===== config.mk =====
export PLATFORM = sky130hd
export DESIGN_NAME = page_buffer_pool_lru
export DESIGN_NICKNAME = d
export VERILOG_FILES = /design/src/hw/rtl/pbpl_pkg.sv /design/src/hw/rtl/page_buffer_pool_lru.sv
export VERILOG_INCLUDE_DIRS = /design/src /design/src/hw/rtl
export SDC_FILE = /design/constraint.sdc
export NUM_CORES = 2
export LEC_CHECK = 0
export ABC_AREA = 0
export BUFFER_PORTS_ARGS = -buffer_cell sky130_fd_sc_hd__buf_2
export CELL_PAD_IN_SITES_DETAIL_PLACEMENT = 0
export CELL_PAD_IN_SITES_GLOBAL_PLACEMENT = 2
export CORE_UTILIZATION = 45
export DETAILED_ROUTE_END_ITERATION = 10
export GPL_ROUTABILITY_DRIVEN = 1
export PLACE_DENSITY_LB_ADDON = 0.1
export REMOVE_ABC_BUFFERS = 1
export SETUP_SLACK_MARGIN = 0.02
export SLEW_MARGIN = 20
export SYNTH_ARGS = -nofsm -noshare
export SYNTH_HDL_FRONTEND = slang
export SYNTH_SLANG_ARGS = --single-unit
export TNS_END_PERCENT = 100

===== constraint.sdc =====
create_clock -name clock -period 5.3 [get_ports clock]
set_input_delay 0.265 -clock clock [delete_from_list [all_inputs] [get_ports clock]]
set_output_delay 0.265 -clock clock [all_outputs]
set_load 0.03 [all_outputs]

===== src/hw/rtl/assert_macros.svh =====
// Assertion macros shared by the RTL; empty when SYNTH is defined.
`ifndef ASSERT_MACROS_SVH
`define ASSERT_MACROS_SVH
`ifndef SYNTH
`define AST_PROP(label, prop, msg) \
   label: assert property (@(posedge clock) disable iff (reset) prop) else $error(msg);
`define AST_HOLD(label, cond, msg) \
   label: assert property (@(posedge clock) disable iff (reset) (cond)) else $error(msg);
`else
`define AST_PROP(label, prop, msg)
`define AST_HOLD(label, cond, msg)
`endif
`endif


===== src/hw/rtl/pbpl_pkg.sv =====
package pbpl_pkg;

   localparam int PAGE_W      = 31;
   localparam int PIN_W       = 16;
   localparam int MAX_RESULTS = 16;
   localparam logic [PIN_W-1:0] PIN_MAX = 16'hFFFF;

   localparam logic [2:0] CMD_NEW       = 3'd0;
   localparam logic [2:0] CMD_FETCH     = 3'd1;
   localparam logic [2:0] CMD_UNPIN     = 3'd2;
   localparam logic [2:0] CMD_DELETE    = 3'd3;
   localparam logic [2:0] CMD_FLUSH     = 3'd4;
   localparam logic [2:0] CMD_FLUSH_ALL = 3'd5;

   localparam logic [1:0] DISK_NONE  = 2'd0;
   localparam logic [1:0] DISK_WRITE = 2'd1;
   localparam logic [1:0] DISK_READ  = 2'd2;

   localparam logic REG_INST_COUNT  = 1'b0;
   localparam logic REG_INST_NUMBER = 1'b1;

   typedef struct packed {
      logic [2:0]        command;
      logic [PAGE_W-1:0] page_id;
      logic              dirty_flag;
   } req_type;

   typedef struct packed {
      logic              ok;
      logic [3:0]        frame;
      logic [PAGE_W-1:0] page_out;
      logic [1:0]        disk_op;
      logic [PAGE_W-1:0] disk_page;
      logic              last;
   } rsp_type;

   typedef struct packed {
      logic [PAGE_W-1:0] page;
      logic [PIN_W-1:0]  pins;
   } frame_entry_type;

endpackage


===== src/hw/rtl/page_buffer_pool_lru.sv =====
// Frame manager of a page buffer pool with LRU replacement. Pulse start with a command
// word while busy is low; the block then emits one or more response words on rsp_data,
// each marked by rsp_valid for exactly one cycle (the receiver cannot stall), and the
// final word carries last and the status. A page lookup walks the frame table memory,
// reading each frame entry and then comparing it, and stops at the first hit; fetch,
// unpin, delete and flush stay busy for the walk. New takes a frame from the free queue,
// else the LRU victim, first writing back a dirty victim, and answers without a frame
// when none is left; a fetch miss does the same after its full walk. Flush-all reads each
// valid frame and emits a write word for it, passing over empty frames. An unknown
// command is answered without raising busy. The next command is taken while busy is low.
// Registers: 0 instance_count, 1 instance_number (loads the next page id).
`include "assert_macros.svh"

module page_buffer_pool_lru #(
   parameter int POOL_FRAMES = 16
) (
   input  logic              clock,
   input  logic              reset,
   input  logic              start,
   output logic              busy,
   input  pbpl_pkg::req_type req_data,
   output logic              rsp_valid,
   output pbpl_pkg::rsp_type rsp_data,
   input  logic              csr_we,
   input  logic              csr_index,
   input  logic [15:0]       csr_wdata
);

   localparam int FW  = (POOL_FRAMES > 1) ? $clog2(POOL_FRAMES) : 1;
   localparam int CW  = $clog2(POOL_FRAMES + 1);
   localparam int RCW = $clog2(pbpl_pkg::MAX_RESULTS);
   localparam logic [FW-1:0]  LAST_FRAME = FW'(POOL_FRAMES - 1);
   localparam logic [CW-1:0]  FULL_CNT   = CW'(POOL_FRAMES);
   localparam logic [RCW-1:0] LAST_SLOT  = RCW'(pbpl_pkg::MAX_RESULTS - 1);

   // sequencer states
   typedef enum logic [8:0] {
      ST_IDLE  = 9'b000000001,
      ST_LREAD = 9'b000000010,  // lookup: read frame entry
      ST_LCHK  = 9'b000000100,  // lookup: compare and act
      ST_GRAB  = 9'b000001000,  // take a frame: free queue, else LRU victim
      ST_VRD   = 9'b000010000,  // read dirty victim's page
      ST_VOUT  = 9'b000100000,  // emit victim write-back word
      ST_OCC   = 9'b001000000,  // install page in frame
      ST_FREAD = 9'b010000000,  // flush-all: read next valid frame
      ST_FCHK  = 9'b100000000   // flush-all: emit write word
   } state_type;

   state_type state_ff, state_in;

   // latched command word
   logic [2:0]                  cmd_ff, cmd_in;
   logic [pbpl_pkg::PAGE_W-1:0] page_ff, page_in;
   logic                        dflag_ff, dflag_in;

   logic [FW-1:0]  scan_ff, scan_in;
   logic [FW-1:0]  frame_ff, frame_in;
   logic [RCW-1:0] cnt_ff, cnt_in;

   // per-frame flags in flops; page and pin count live in the table memory
   logic [POOL_FRAMES-1:0] valid_ff, valid_in;
   logic [POOL_FRAMES-1:0] dirty_ff, dirty_in;

   logic [FW-1:0] free_q_ff [POOL_FRAMES];
   logic [FW-1:0] free_q_in [POOL_FRAMES];
   logic [FW-1:0] free_head_ff, free_head_in, free_tail_ff, free_tail_in;
   logic [CW-1:0] free_cnt_ff, free_cnt_in;

   // LRU order: entry 0 is the oldest unpinned frame
   logic [FW-1:0] lru_ff [POOL_FRAMES];
   logic [FW-1:0] lru_in [POOL_FRAMES];
   logic [CW-1:0] lru_cnt_ff, lru_cnt_in;

   logic [pbpl_pkg::PAGE_W-1:0] next_page_ff, next_page_in;
   logic [15:0]                 inst_count_ff, inst_count_in;

   logic              rsp_valid_ff, rsp_valid_in;
   pbpl_pkg::rsp_type rsp_ff, rsp_in;

   // frame table memory
   pbpl_pkg::frame_entry_type table_mem [POOL_FRAMES];
   pbpl_pkg::frame_entry_type rd_data_ff;
   pbpl_pkg::frame_entry_type mem_wd;
   logic [FW-1:0]             mem_wa, rd_addr;
   logic                      mem_we;

   // LRU edit requests from the sequencer
   logic          rm_req, push_req;
   logic [FW-1:0] rm_key, push_key;
   logic          rm_found, push_seen;
   int            rm_pos;

   logic          hit, more, vdirty;
   logic [FW-1:0] vf;

   assign rd_addr = (state_ff == ST_VRD) ? frame_ff : scan_ff;

   always_ff @(posedge clock) begin
      if (mem_we) begin
         table_mem[mem_wa] <= mem_wd;
      end
      rd_data_ff <= table_mem[rd_addr];
   end

   always_comb begin
      state_in      = state_ff;
      cmd_in        = cmd_ff;
      page_in       = page_ff;
      dflag_in      = dflag_ff;
      scan_in       = scan_ff;
      frame_in      = frame_ff;
      cnt_in        = cnt_ff;
      valid_in      = valid_ff;
      dirty_in      = dirty_ff;
      free_q_in     = free_q_ff;
      free_head_in  = free_head_ff;
      free_tail_in  = free_tail_ff;
      free_cnt_in   = free_cnt_ff;
      lru_in        = lru_ff;
      lru_cnt_in    = lru_cnt_ff;
      next_page_in  = next_page_ff;
      inst_count_in = inst_count_ff;
      rsp_valid_in  = 1'b0;
      rsp_in        = '0;
      mem_we        = 1'b0;
      mem_wa        = scan_ff;
      mem_wd        = '0;
      rm_req        = 1'b0;
      rm_key        = scan_ff;
      push_req      = 1'b0;
      push_key      = scan_ff;
      vf            = lru_ff[0];
      vdirty        = valid_ff[lru_ff[0]] && dirty_ff[lru_ff[0]];

      hit = valid_ff[scan_ff] && (rd_data_ff.page == page_ff);
      more = 1'b0;
      for (int i = 0; i < POOL_FRAMES; i++) begin
         if (i > int'(scan_ff) && valid_ff[i]) begin
            more = 1'b1;
         end
      end

      if (csr_we) begin
         case (csr_index)
            pbpl_pkg::REG_INST_COUNT:  inst_count_in = csr_wdata;
            pbpl_pkg::REG_INST_NUMBER: next_page_in  = {15'd0, csr_wdata};
            default: ;
         endcase
      end

      case (state_ff)
         ST_IDLE: begin
            if (start) begin
               cmd_in   = req_data.command;
               page_in  = req_data.page_id;
               dflag_in = req_data.dirty_flag;
               scan_in  = '0;
               cnt_in   = '0;
               case (req_data.command)
                  pbpl_pkg::CMD_NEW: state_in = ST_GRAB;
                  pbpl_pkg::CMD_FETCH, pbpl_pkg::CMD_UNPIN,
                  pbpl_pkg::CMD_DELETE, pbpl_pkg::CMD_FLUSH: state_in = ST_LREAD;
                  pbpl_pkg::CMD_FLUSH_ALL: state_in = ST_FREAD;
                  default: begin
                     rsp_valid_in = 1'b1;
                     rsp_in.last  = 1'b1;
                  end
               endcase
            end
         end

         ST_LREAD: state_in = ST_LCHK;

         ST_LCHK: begin
            if (hit) begin
               rsp_valid_in   = 1'b1;
               rsp_in.last    = 1'b1;
               rsp_in.frame   = 4'(scan_ff);
               rsp_in.page_out = page_ff;
               state_in       = ST_IDLE;
               mem_wd.page    = rd_data_ff.page;
               case (cmd_ff)
                  pbpl_pkg::CMD_FETCH: begin
                     if (rd_data_ff.pins != pbpl_pkg::PIN_MAX) begin
                        if (rd_data_ff.pins == '0) begin
                           rm_req = 1'b1;
                        end
                        mem_we      = 1'b1;
                        mem_wd.pins = rd_data_ff.pins + 1'b1;
                        rsp_in.ok   = 1'b1;
                     end
                  end
                  pbpl_pkg::CMD_UNPIN: begin
                     if (rd_data_ff.pins != '0) begin
                        dirty_in[scan_ff] = dirty_ff[scan_ff] | dflag_ff;
                        mem_we      = 1'b1;
                        mem_wd.pins = rd_data_ff.pins - 1'b1;
                        rsp_in.ok   = 1'b1;
                        if (rd_data_ff.pins == pbpl_pkg::PIN_W'(1)) begin
                           push_req = 1'b1;
                           if (dflag_ff) begin
                              rsp_in.disk_op   = pbpl_pkg::DISK_WRITE;
                              rsp_in.disk_page = page_ff;
                           end
                        end
                     end
                  end
                  pbpl_pkg::CMD_DELETE: begin
                     if (rd_data_ff.pins == '0) begin
                        rm_req            = 1'b1;
                        valid_in[scan_ff] = 1'b0;
                        dirty_in[scan_ff] = 1'b0;
                        rsp_in.ok         = 1'b1;
                        if (dirty_ff[scan_ff]) begin
                           rsp_in.disk_op   = pbpl_pkg::DISK_WRITE;
                           rsp_in.disk_page = page_ff;
                        end
                        if (free_cnt_ff < FULL_CNT) begin
                           free_q_in[free_tail_ff] = scan_ff;
                           free_tail_in = (free_tail_ff == LAST_FRAME) ? '0
                                        : free_tail_ff + 1'b1;
                           free_cnt_in  = free_cnt_ff + 1'b1;
                        end
                     end
                  end
                  default: begin  // flush
                     dirty_in[scan_ff] = 1'b0;
                     rsp_in.ok         = 1'b1;
                     rsp_in.disk_op    = pbpl_pkg::DISK_WRITE;
                     rsp_in.disk_page  = page_ff;
                  end
               endcase
            end else if (scan_ff == LAST_FRAME) begin
               if (cmd_ff == pbpl_pkg::CMD_FETCH) begin
                  state_in = ST_GRAB;
               end else begin
                  rsp_valid_in    = 1'b1;
                  rsp_in.last     = 1'b1;
                  rsp_in.page_out = page_ff;
                  rsp_in.ok       = (cmd_ff == pbpl_pkg::CMD_DELETE);
                  state_in        = ST_IDLE;
               end
            end else begin
               scan_in  = scan_ff + 1'b1;
               state_in = ST_LREAD;
            end
         end

         ST_GRAB: begin
            if (free_cnt_ff != '0) begin
               frame_in     = free_q_ff[free_head_ff];
               free_head_in = (free_head_ff == LAST_FRAME) ? '0 : free_head_ff + 1'b1;
               free_cnt_in  = free_cnt_ff - 1'b1;
               state_in     = ST_OCC;
            end else if (lru_cnt_ff == '0) begin
               rsp_valid_in = 1'b1;
               rsp_in.last  = 1'b1;
               state_in     = ST_IDLE;
            end else begin
               rm_req       = 1'b1;
               rm_key       = vf;
               valid_in[vf] = 1'b0;
               dirty_in[vf] = 1'b0;
               frame_in     = vf;
               state_in     = vdirty ? ST_VRD : ST_OCC;
            end
         end

         ST_VRD: state_in = ST_VOUT;

         ST_VOUT: begin
            rsp_valid_in     = 1'b1;
            rsp_in.frame     = 4'(frame_ff);
            rsp_in.page_out  = rd_data_ff.page;
            rsp_in.disk_op   = pbpl_pkg::DISK_WRITE;
            rsp_in.disk_page = rd_data_ff.page;
            state_in         = ST_OCC;
         end

         ST_OCC: begin
            mem_we             = 1'b1;
            mem_wa             = frame_ff;
            mem_wd.pins        = pbpl_pkg::PIN_W'(1);
            valid_in[frame_ff] = 1'b1;
            dirty_in[frame_ff] = 1'b0;
            rsp_valid_in       = 1'b1;
            rsp_in.ok          = 1'b1;
            rsp_in.last        = 1'b1;
            rsp_in.frame       = 4'(frame_ff);
            if (cmd_ff == pbpl_pkg::CMD_NEW) begin
               mem_wd.page    = next_page_ff;
               rsp_in.disk_op = pbpl_pkg::DISK_WRITE;
               next_page_in   = next_page_ff + {15'd0, inst_count_ff};
            end else begin
               mem_wd.page    = page_ff;
               rsp_in.disk_op = pbpl_pkg::DISK_READ;
            end
            rsp_in.page_out  = mem_wd.page;
            rsp_in.disk_page = mem_wd.page;
            state_in         = ST_IDLE;
         end

         ST_FREAD: begin
            if (valid_ff[scan_ff]) begin
               state_in = ST_FCHK;
            end else if (scan_ff == LAST_FRAME) begin
               // no valid frame at all
               rsp_valid_in = 1'b1;
               rsp_in.ok    = 1'b1;
               rsp_in.last  = 1'b1;
               state_in     = ST_IDLE;
            end else begin
               scan_in = scan_ff + 1'b1;
            end
         end

         ST_FCHK: begin
            dirty_in[scan_ff] = 1'b0;
            rsp_valid_in      = 1'b1;
            rsp_in.frame      = 4'(scan_ff);
            rsp_in.page_out   = rd_data_ff.page;
            rsp_in.disk_op    = pbpl_pkg::DISK_WRITE;
            rsp_in.disk_page  = rd_data_ff.page;
            if (!more || cnt_ff == LAST_SLOT) begin
               rsp_in.ok   = 1'b1;
               rsp_in.last = 1'b1;
               state_in    = ST_IDLE;
            end else begin
               scan_in  = scan_ff + 1'b1;
               cnt_in   = cnt_ff + 1'b1;
               state_in = ST_FREAD;
            end
         end

         default: state_in = ST_IDLE;
      endcase

      // LRU edits: removal closes the gap, push appends if absent
      rm_found = 1'b0;
      rm_pos   = POOL_FRAMES;
      for (int i = 0; i < POOL_FRAMES; i++) begin
         if (!rm_found && i < int'(lru_cnt_ff) && lru_ff[i] == rm_key) begin
            rm_found = 1'b1;
            rm_pos   = i;
         end
      end
      push_seen = 1'b0;
      for (int i = 0; i < POOL_FRAMES; i++) begin
         if (i < int'(lru_cnt_ff) && lru_ff[i] == push_key) begin
            push_seen = 1'b1;
         end
      end
      if (rm_req && rm_found) begin
         for (int j = 0; j < POOL_FRAMES - 1; j++) begin
            if (j >= rm_pos) begin
               lru_in[j] = lru_ff[j+1];
            end
         end
         lru_cnt_in = lru_cnt_ff - 1'b1;
      end
      if (push_req && !push_seen && lru_cnt_ff < FULL_CNT) begin
         lru_in[lru_cnt_ff[FW-1:0]] = push_key;
         lru_cnt_in = lru_cnt_ff + 1'b1;
      end
   end

   always_ff @(posedge clock) begin
      if (reset) begin
         state_ff      <= ST_IDLE;
         valid_ff      <= '0;
         dirty_ff      <= '0;
         for (int i = 0; i < POOL_FRAMES; i++) begin
            free_q_ff[i] <= FW'(i);
            lru_ff[i]    <= '0;
         end
         free_head_ff  <= '0;
         free_tail_ff  <= '0;
         free_cnt_ff   <= FULL_CNT;
         lru_cnt_ff    <= '0;
         next_page_ff  <= '0;
         inst_count_ff <= 16'd1;
         rsp_valid_ff  <= 1'b0;
         scan_ff       <= '0;
         cnt_ff        <= '0;
      end else begin
         state_ff      <= state_in;
         valid_ff      <= valid_in;
         dirty_ff      <= dirty_in;
         free_q_ff     <= free_q_in;
         lru_ff        <= lru_in;
         free_head_ff  <= free_head_in;
         free_tail_ff  <= free_tail_in;
         free_cnt_ff   <= free_cnt_in;
         lru_cnt_ff    <= lru_cnt_in;
         next_page_ff  <= next_page_in;
         inst_count_ff <= inst_count_in;
         rsp_valid_ff  <= rsp_valid_in;
         scan_ff       <= scan_in;
         cnt_ff        <= cnt_in;
      end
   end

   // payload registers
   always_ff @(posedge clock) begin
      cmd_ff   <= cmd_in;
      page_ff  <= page_in;
      dflag_ff <= dflag_in;
      frame_ff <= frame_in;
      rsp_ff   <= rsp_in;
   end

   assign busy      = (state_ff != ST_IDLE);
   assign rsp_valid = rsp_valid_ff;
   assign rsp_data  = rsp_ff;

   // a command ends exactly with its last word
   `AST_PROP(a_end_last, $fell(busy) |-> (rsp_valid && rsp_data.last), "busy fell without last word")
   `AST_HOLD(a_free_cnt, free_cnt_ff <= FULL_CNT, "free queue overfilled")
   `AST_HOLD(a_lru_cnt, lru_cnt_ff <= FULL_CNT, "LRU list overfilled")

endmodule

# ---- Word-level counts from Yosys, hierarchy flattened
# Memories as Yosys holds them, arrays and structs flattened. A register that Yosys moved wholly into a read port is not among the register bits.
# Cells that the tools add are included.
dict set report word_totals {
  regBits 352
  latch_bits 0
  mem_bits_rw 752
  romBits 0
  output_inout_bits 72
  elab_cells 542
  memories 1
}
# memory depth word_bits read_ports rd_ports_with_merged_regs wr line_no
set memory_table {}
lappend memory_table {table_mem 16 47 1 1 1 page_buffer_pool_lru.sv:81} ;# pbpl_pkg::frame_entry_type table_mem [POOL_FRAMES];
dict set report classes {
  n_addsub 11
  multipliers 0
  div 0
  order_cmp 59
  n_eq_ne 74
  shifts 0
  muxes 213
  bitwise_logic 14
  n_reduce_logical 116
}
# op count
set op_table {}
lappend op_table {{2-to-1 mux 32 bit} 20}
lappend op_table {{case mux 68 bit (4 select lines)} 1}
lappend op_table {{2-to-1 mux 31 bit} 8}
lappend op_table {{greater-or-equal comparator 5 x 32 -> 1 bit, first input constant} 7}
lappend op_table {{2-to-1 mux 16 bit} 12}
lappend op_table {{2-to-1 mux 4 bit} 37}
lappend op_table {{bitwise mux 64 bit} 2}
lappend op_table {{== test 4 bit} 32}
lappend op_table {{greater-or-equal comparator 4 x 32 -> 1 bit, first input constant} 4}
lappend op_table {{case mux 16 bit (3 select lines)} 2}
lappend op_table {{case mux 32 bit (3 select lines)} 1}
lappend op_table {{case mux 47 bit (2 select lines)} 1}
lappend op_table {{2-to-1 mux 1 bit} 82}
lappend op_table {{bitwise AND 16 bit} 5}
lappend op_table {{logical AND 1 bit} 72}
lappend op_table {{case mux 9 bit (8 select lines)} 1}
lappend op_table {{greater-or-equal comparator 3 x 32 -> 1 bit, first input constant} 2}
lappend op_table {{2-to-1 mux 64 bit} 1}
lappend op_table {{case mux 16 bit (4 select lines)} 1}
lappend op_table {{2-to-1 mux 60 bit} 1}
lappend op_table {{inverter 16 bit} 3}
lappend op_table {{2-to-1 mux 47 bit} 1}
lappend op_table {{2-to-1 mux 9 bit} 5}
lappend op_table {{less-than comparator 4 x 5 -> 1 bit, first input constant} 8}
lappend op_table {{82 further kinds} 178}

# ---- Logic depth before layout (Yosys ltp)
dict set report depth {
  depth_word 72
  mapped_depth 18
  mapped_depth_nobuf 14
}

# ---- Worst setup path before layout
# No wires, ideal clock.
dict set report synth_timing {
  kind {flip-flop to flip-flop}
  from {register state_ff[3]}
  to {memory table_mem[15][0] in the netlist's numbering, enable pin}
  arrival_ns 4.163
  required_ns 4.848
  setup_slack_ns 0.685
  stages_incl_launch_ff 12
  path_buffers 4
  path_cell_list {dfxtp_1 nor2_1 and3b_1 clkbuf_1 and4b_1 clkbuf_1 clkbuf_1 buf_1 nand2_1 o21ai_0 nand2_1 nor2_1}
}
dict set report synth_between {
  elab_chain_len 4
  elab_cells_between_ends 6
  classes_between {eq/ne (2); mux (4)}
}
# element line_no
set synth_rtl {}
lappend synth_rtl {{start, declared} page_buffer_pool_lru.sv:49} ;# state_type state_ff, state_in;
lappend synth_rtl {{start signal, assigned} page_buffer_pool_lru.sv:386} ;# state_ff <= state_in;
lappend synth_rtl {{== test 9 x 7 -> 1 bit / == test 9 x 3 -> 1 bit (equally long branches)} page_buffer_pool_lru.sv:151} ;# case (state_ff)
lappend synth_rtl {{case mux 1 bit (2 select lines)} page_buffer_pool_lru.sv:151}
lappend synth_rtl {{2-to-1 mux 1 bit} page_buffer_pool_lru.sv:99} ;# if (mem_we) begin
lappend synth_rtl {{2-to-1 mux 1 bit (not written as such)} page_buffer_pool_lru.sv:100} ;# table_mem[mem_wa] <= mem_wd;
lappend synth_rtl {{end, declared} page_buffer_pool_lru.sv:81}
# Several ways; a longest one is shown, not always the timed one.

# ---- Worst setup path in the final report
dict set report layout_timing {
  from {register page_ff[3] in the netlist's numbering}
  to {register free_q_ff[49] in the netlist's numbering}
}
dict set report layout_between {
  elab_chain_len 3
}
# element line_no
set layout_rtl {}
lappend layout_rtl {{start, declared} page_buffer_pool_lru.sv:53} ;# logic [pbpl_pkg::PAGE_W-1:0] page_ff, page_in;
lappend layout_rtl {{start signal, assigned} page_buffer_pool_lru.sv:406} ;# page_ff <= page_in;
lappend layout_rtl {{== test 31 bit} page_buffer_pool_lru.sv:135} ;# hit = valid_ff[scan_ff] && (rd_data_ff.page == page_ff);
lappend layout_rtl {{logical AND 1 bit} page_buffer_pool_lru.sv:135}
lappend layout_rtl {{AND reduction 5 bit (no source line)} -}
lappend layout_rtl {{end signal, assigned by index} page_buffer_pool_lru.sv:373} ;# free_q_ff[i] <= FW'(i);
lappend layout_rtl {{end signal, assigned} page_buffer_pool_lru.sv:389} ;# free_q_ff <= free_q_in;
lappend layout_rtl {{end, declared} page_buffer_pool_lru.sv:64} ;# logic [FW-1:0] free_q_ff [POOL_FRAMES];
# Every way passes these cells.
# A chain may end at the register's enable or synchronous reset.

==> results.md <==
* Final max-slew violation count at 0
* Antenna diodes at 0
* Wire per inst at about 27 µm
* Delay-heaviest family, CP: simple AND/OR/NAND/NOR gates
* Highest-delay cell along the critical path: nor4_1
* R2R Setup Slk at around 0.28 ns
* Share of layout cells above drive strength 1 at 0.1884
* Vias in the first global route at 33830
* Largest net degree at the start of global routing at 95
* EDFF count, synth at between 700 and 800
* Initial antenna violation count at 0
* Post-synthesis compound-gate area fraction at 0.1169
* Top Ports at 128
* Die area at 0.1144 mm²
* Post-Synth Adder-Cell Area at 0.009889
* Hold buffer count at CTS at 53
* Clk_lat worst skew at ~0.75 ns
* Post-route ant nets at 0
* Post-CTS resize count at 0
* GRT Resource Usage Total at 0.2668
* Setup CP Type: flop to flop
* Post-layout net count at between 4000 and 5000
* Max incr delay on CP at a little under 0.7 ns
* Die Wd at between 300 and 400 µm
* Yosys cell types at 110
* Final Skew at ~0.055 ns
* Starting Density at 0.4564
* Critical path data required time at ~6 ns
* Mux cell area share after synthesis at 0.1202
* Worst setup SP type: flop
* Least-Margin Pin Slew at 1.220 ns
* Post-route cell area at around 0.058 mm²
* Crit path arrival time at between 5 and 6 ns
* Tmin final at ~5 ns
* Simple-gate portion of the synthesized area at 0.09737
* Main combinational cell family by area after synthesis: multiplexers
* First-pass GRT wire length at about 230 mm
* Row Count at 122
* Layout Cells excl Fill at between 5000 and 6000
* Most frequent cells in the layout: edfxtp_1 (791), dfxtp_1 (356), nand2_1 (349), nor2_1 (273), mux4_2 (219)
* Num CTS Buffers at between 100 and 150
* Share of async-settable or async-resettable flops after synthesis at 0
* WP buf/inv at 1
* Top cell type by total area after synthesis: edfxtp_1
* Port buffer count at 127
* Core Area at around 0.11 mm²
* CTS sink count at around 1200
* Max-slew headroom at 0.1868
* Die height at around 340 µm
* Fmax at about 200 MHz
* Vias at between 30000 and 40000
* Detailed Place HPWL at 97.13 mm
* Vias per inst at about 6.1
* Status: complete, no violations
* DRC Markers at 0
* Xor and xnor area share after synthesis at 0.02187
* Main synth FF type: edfxtp_1
* Worst-path clk slew at 0.06 ns
* Setup violations, final at 0
* Worst IR Drop VDD at between 200 and 300 µV
* Hold Fails Final Rpt at 0
* Worst min path class: input pin to flop
* Cells after Synth at between 3000 and 4000
* Clock root buffer: clkbuf_16
* Max Cap Violations at 0
* Synth top area share at 0.4670
* Register area share after synthesis at 0.6087
* Cell-by-cell trace of the critical path: xnor2_1, nand4_1, nor4_1, buf_4, and4_2, nand2_2, nor4_4, nand2_1, nor3_1, mux2i_1, nand2_1
* Crit path max fanout at 13
* Length of the first detailed-routing pass in iterations at 5
* Synthesis-to-finish area growth at 14.98%
* GR Overflow Total at 0
* Htree depth at 3
* Synth top area cells: edfxtp_1 (47%), dfxtp_1 (14%), mux4_2 (9.7%)
* WL final at between 150 and 200 mm
* Setup repair bufs after CTS at 0
* Yosys reg bits at ~1200
* Synth Cell Area at between 0.05 and 0.06 mm²
* Post-synthesis average cell area at between 10 and 15 µm²
* Setup_tns at 0 ns
* Total design power at ~21 mW
* Unrepaired setup endpoints after global routing: no
* Dpl cell area at 0.05366 mm²
* TritonCTS clock tree: yes
* Commonest non-fill, non-tap cell in the layout: edfxtp_1
* Period utilization at 0.9474
* Power Dens Cells at 362.0 mW/mm²
* CP most frequent cell: nand2_1
* Inst Count DP at roughly 5300
* Max clock buf depth at 3
* Routability Congestion at 0.8637
* Yosys warns at 0
* Hold_ws at approximately 0.044 ns
* Initial DRC Count at just over 3000
* Endpoint class of the critical path: flop
* Leakage at slightly below 20 nW
==> per-stage QoR <==
stage / setup WS [ns] / util
final: 0.2789 / 0.5248
after detailed placement: 0.2470 / 0.4816
after global routing: 0.1035 / 0.5248
after CTS: 0.1837 / 0.5247
after global placement: 0.2227 / 0.4813
after floorplan: -14.64 / -
==> per-layer routing <==
| metal | GRT usage | wire, µm | vias to the layer above |
|---|---|---|---|
| met2 | 0.4225 | 72180 | 1186 |
| met1 | 0.3862 | 69640 | 17600 |
| met5 | 0 | 0 | - |
| li1 | - | - | 15150 |
| met4 | 0.06714 | 3494 | 0 |
| met3 | 0.03869 | 9111 | 229 |
==> power by group <==
group / switching [mW] / internal, mW
logic: 1.45 / 0.950
registers: 0.184 / 9.62
clock network: 3.62 / 5.35
==> path summary, 6_finish.rpt <==
check,from,endpoint,cells after the start
worst max-delay path,page_ff[3],free_q_ff[49],11
worst min-delay path,csr_index,inst_count_ff[1],5
worst max register to register,page_ff[3],free_q_ff[49],11
worst min register to register,inst_count_ff[15],inst_count_ff[15],2
==> synth_stat cells (7+ instances only) <==
cell	n
edfxtp_1	791
dfxtp_1	360
nand2_1	349
nor2_1	291
mux4_2	219
clkbuf_1	188
o21ai_0	173
a21oi_1	147
a211oi_1	139
a21o_1	134
mux2i_1	93
nand3_1	84
xnor2_1	84
a31oi_1	64
and2_1	64
nor3_1	59
xor2_1	43
inv_1	40
buf_2	37
ha_1	37
o22ai_1	26
nand4_1	25
nor2b_1	24
and3_1	23
buf_1	21
o211ai_1	21
nand2b_1	20
nor4_1	20
or3_1	20
mux2_2	17
o21ai_1	16
a311oi_1	15
a22oi_1	11
a2111oi_0	10
o21a_1	10
or2_2	9
a21boi_0	7
a221o_1	7
a221oi_1	7
clkinv_1	7
nor3b_1	7
==> logic make-up (layout without fill, tap and decap cells) <==
| kind of cell | Yosys count | count (layout) |
|---|---|---|
| muxes | 334 | 334 |
| DFF | 1151 | 1151 |
| xor gates and xnor gates | 127 | 127 |
| AOI/OAI and AO/OA | 873 | 873 |
| buffers and inverters | 306 | 573 |
| and+or+nand+nor | 1043 | 1043 |
| adders and majority gates | 39 | 39 |
==> worst min-delay path, delay by kind of cell <==
kind	cells	cell delay, ns
buffers and inverters	2	0.29
and+or+nand+nor	2	0.12
AOI/OAI and AO/OA	1	0.05
==> sequential cells by signal (all words and copies together) (netlist names) <==
register	flops
dflag_ff	1
frame_ff	4
inst_count_ff	16
rd_data_ff	47
cmd_ff	3
free_tail_ff	4
page_ff	31
free_cnt_ff	5
lru_ff	60
state_ff	9
valid_ff	16
next_page_ff	31
free_q_ff	64
rsp_data	70
cnt_ff	4
vf	4
dirty_ff	16
lru_cnt_ff	5
free_head_ff	4
table_mem	752
push_key	4
rsp_valid	1
==> final cells by class <==
class | count | area, µm²
tap | 1488 | 1862
timing repair buffer | 299 | 2349
multi-input combinational | 2416 | 18850
sequential | 1151 | 30960
clock inverter | 62 | 860.8
fill | 9427 | 52950
inverter | 48 | 181.4
clock buffer | 164 | 3411
Power figures use the tool's default switching activity.
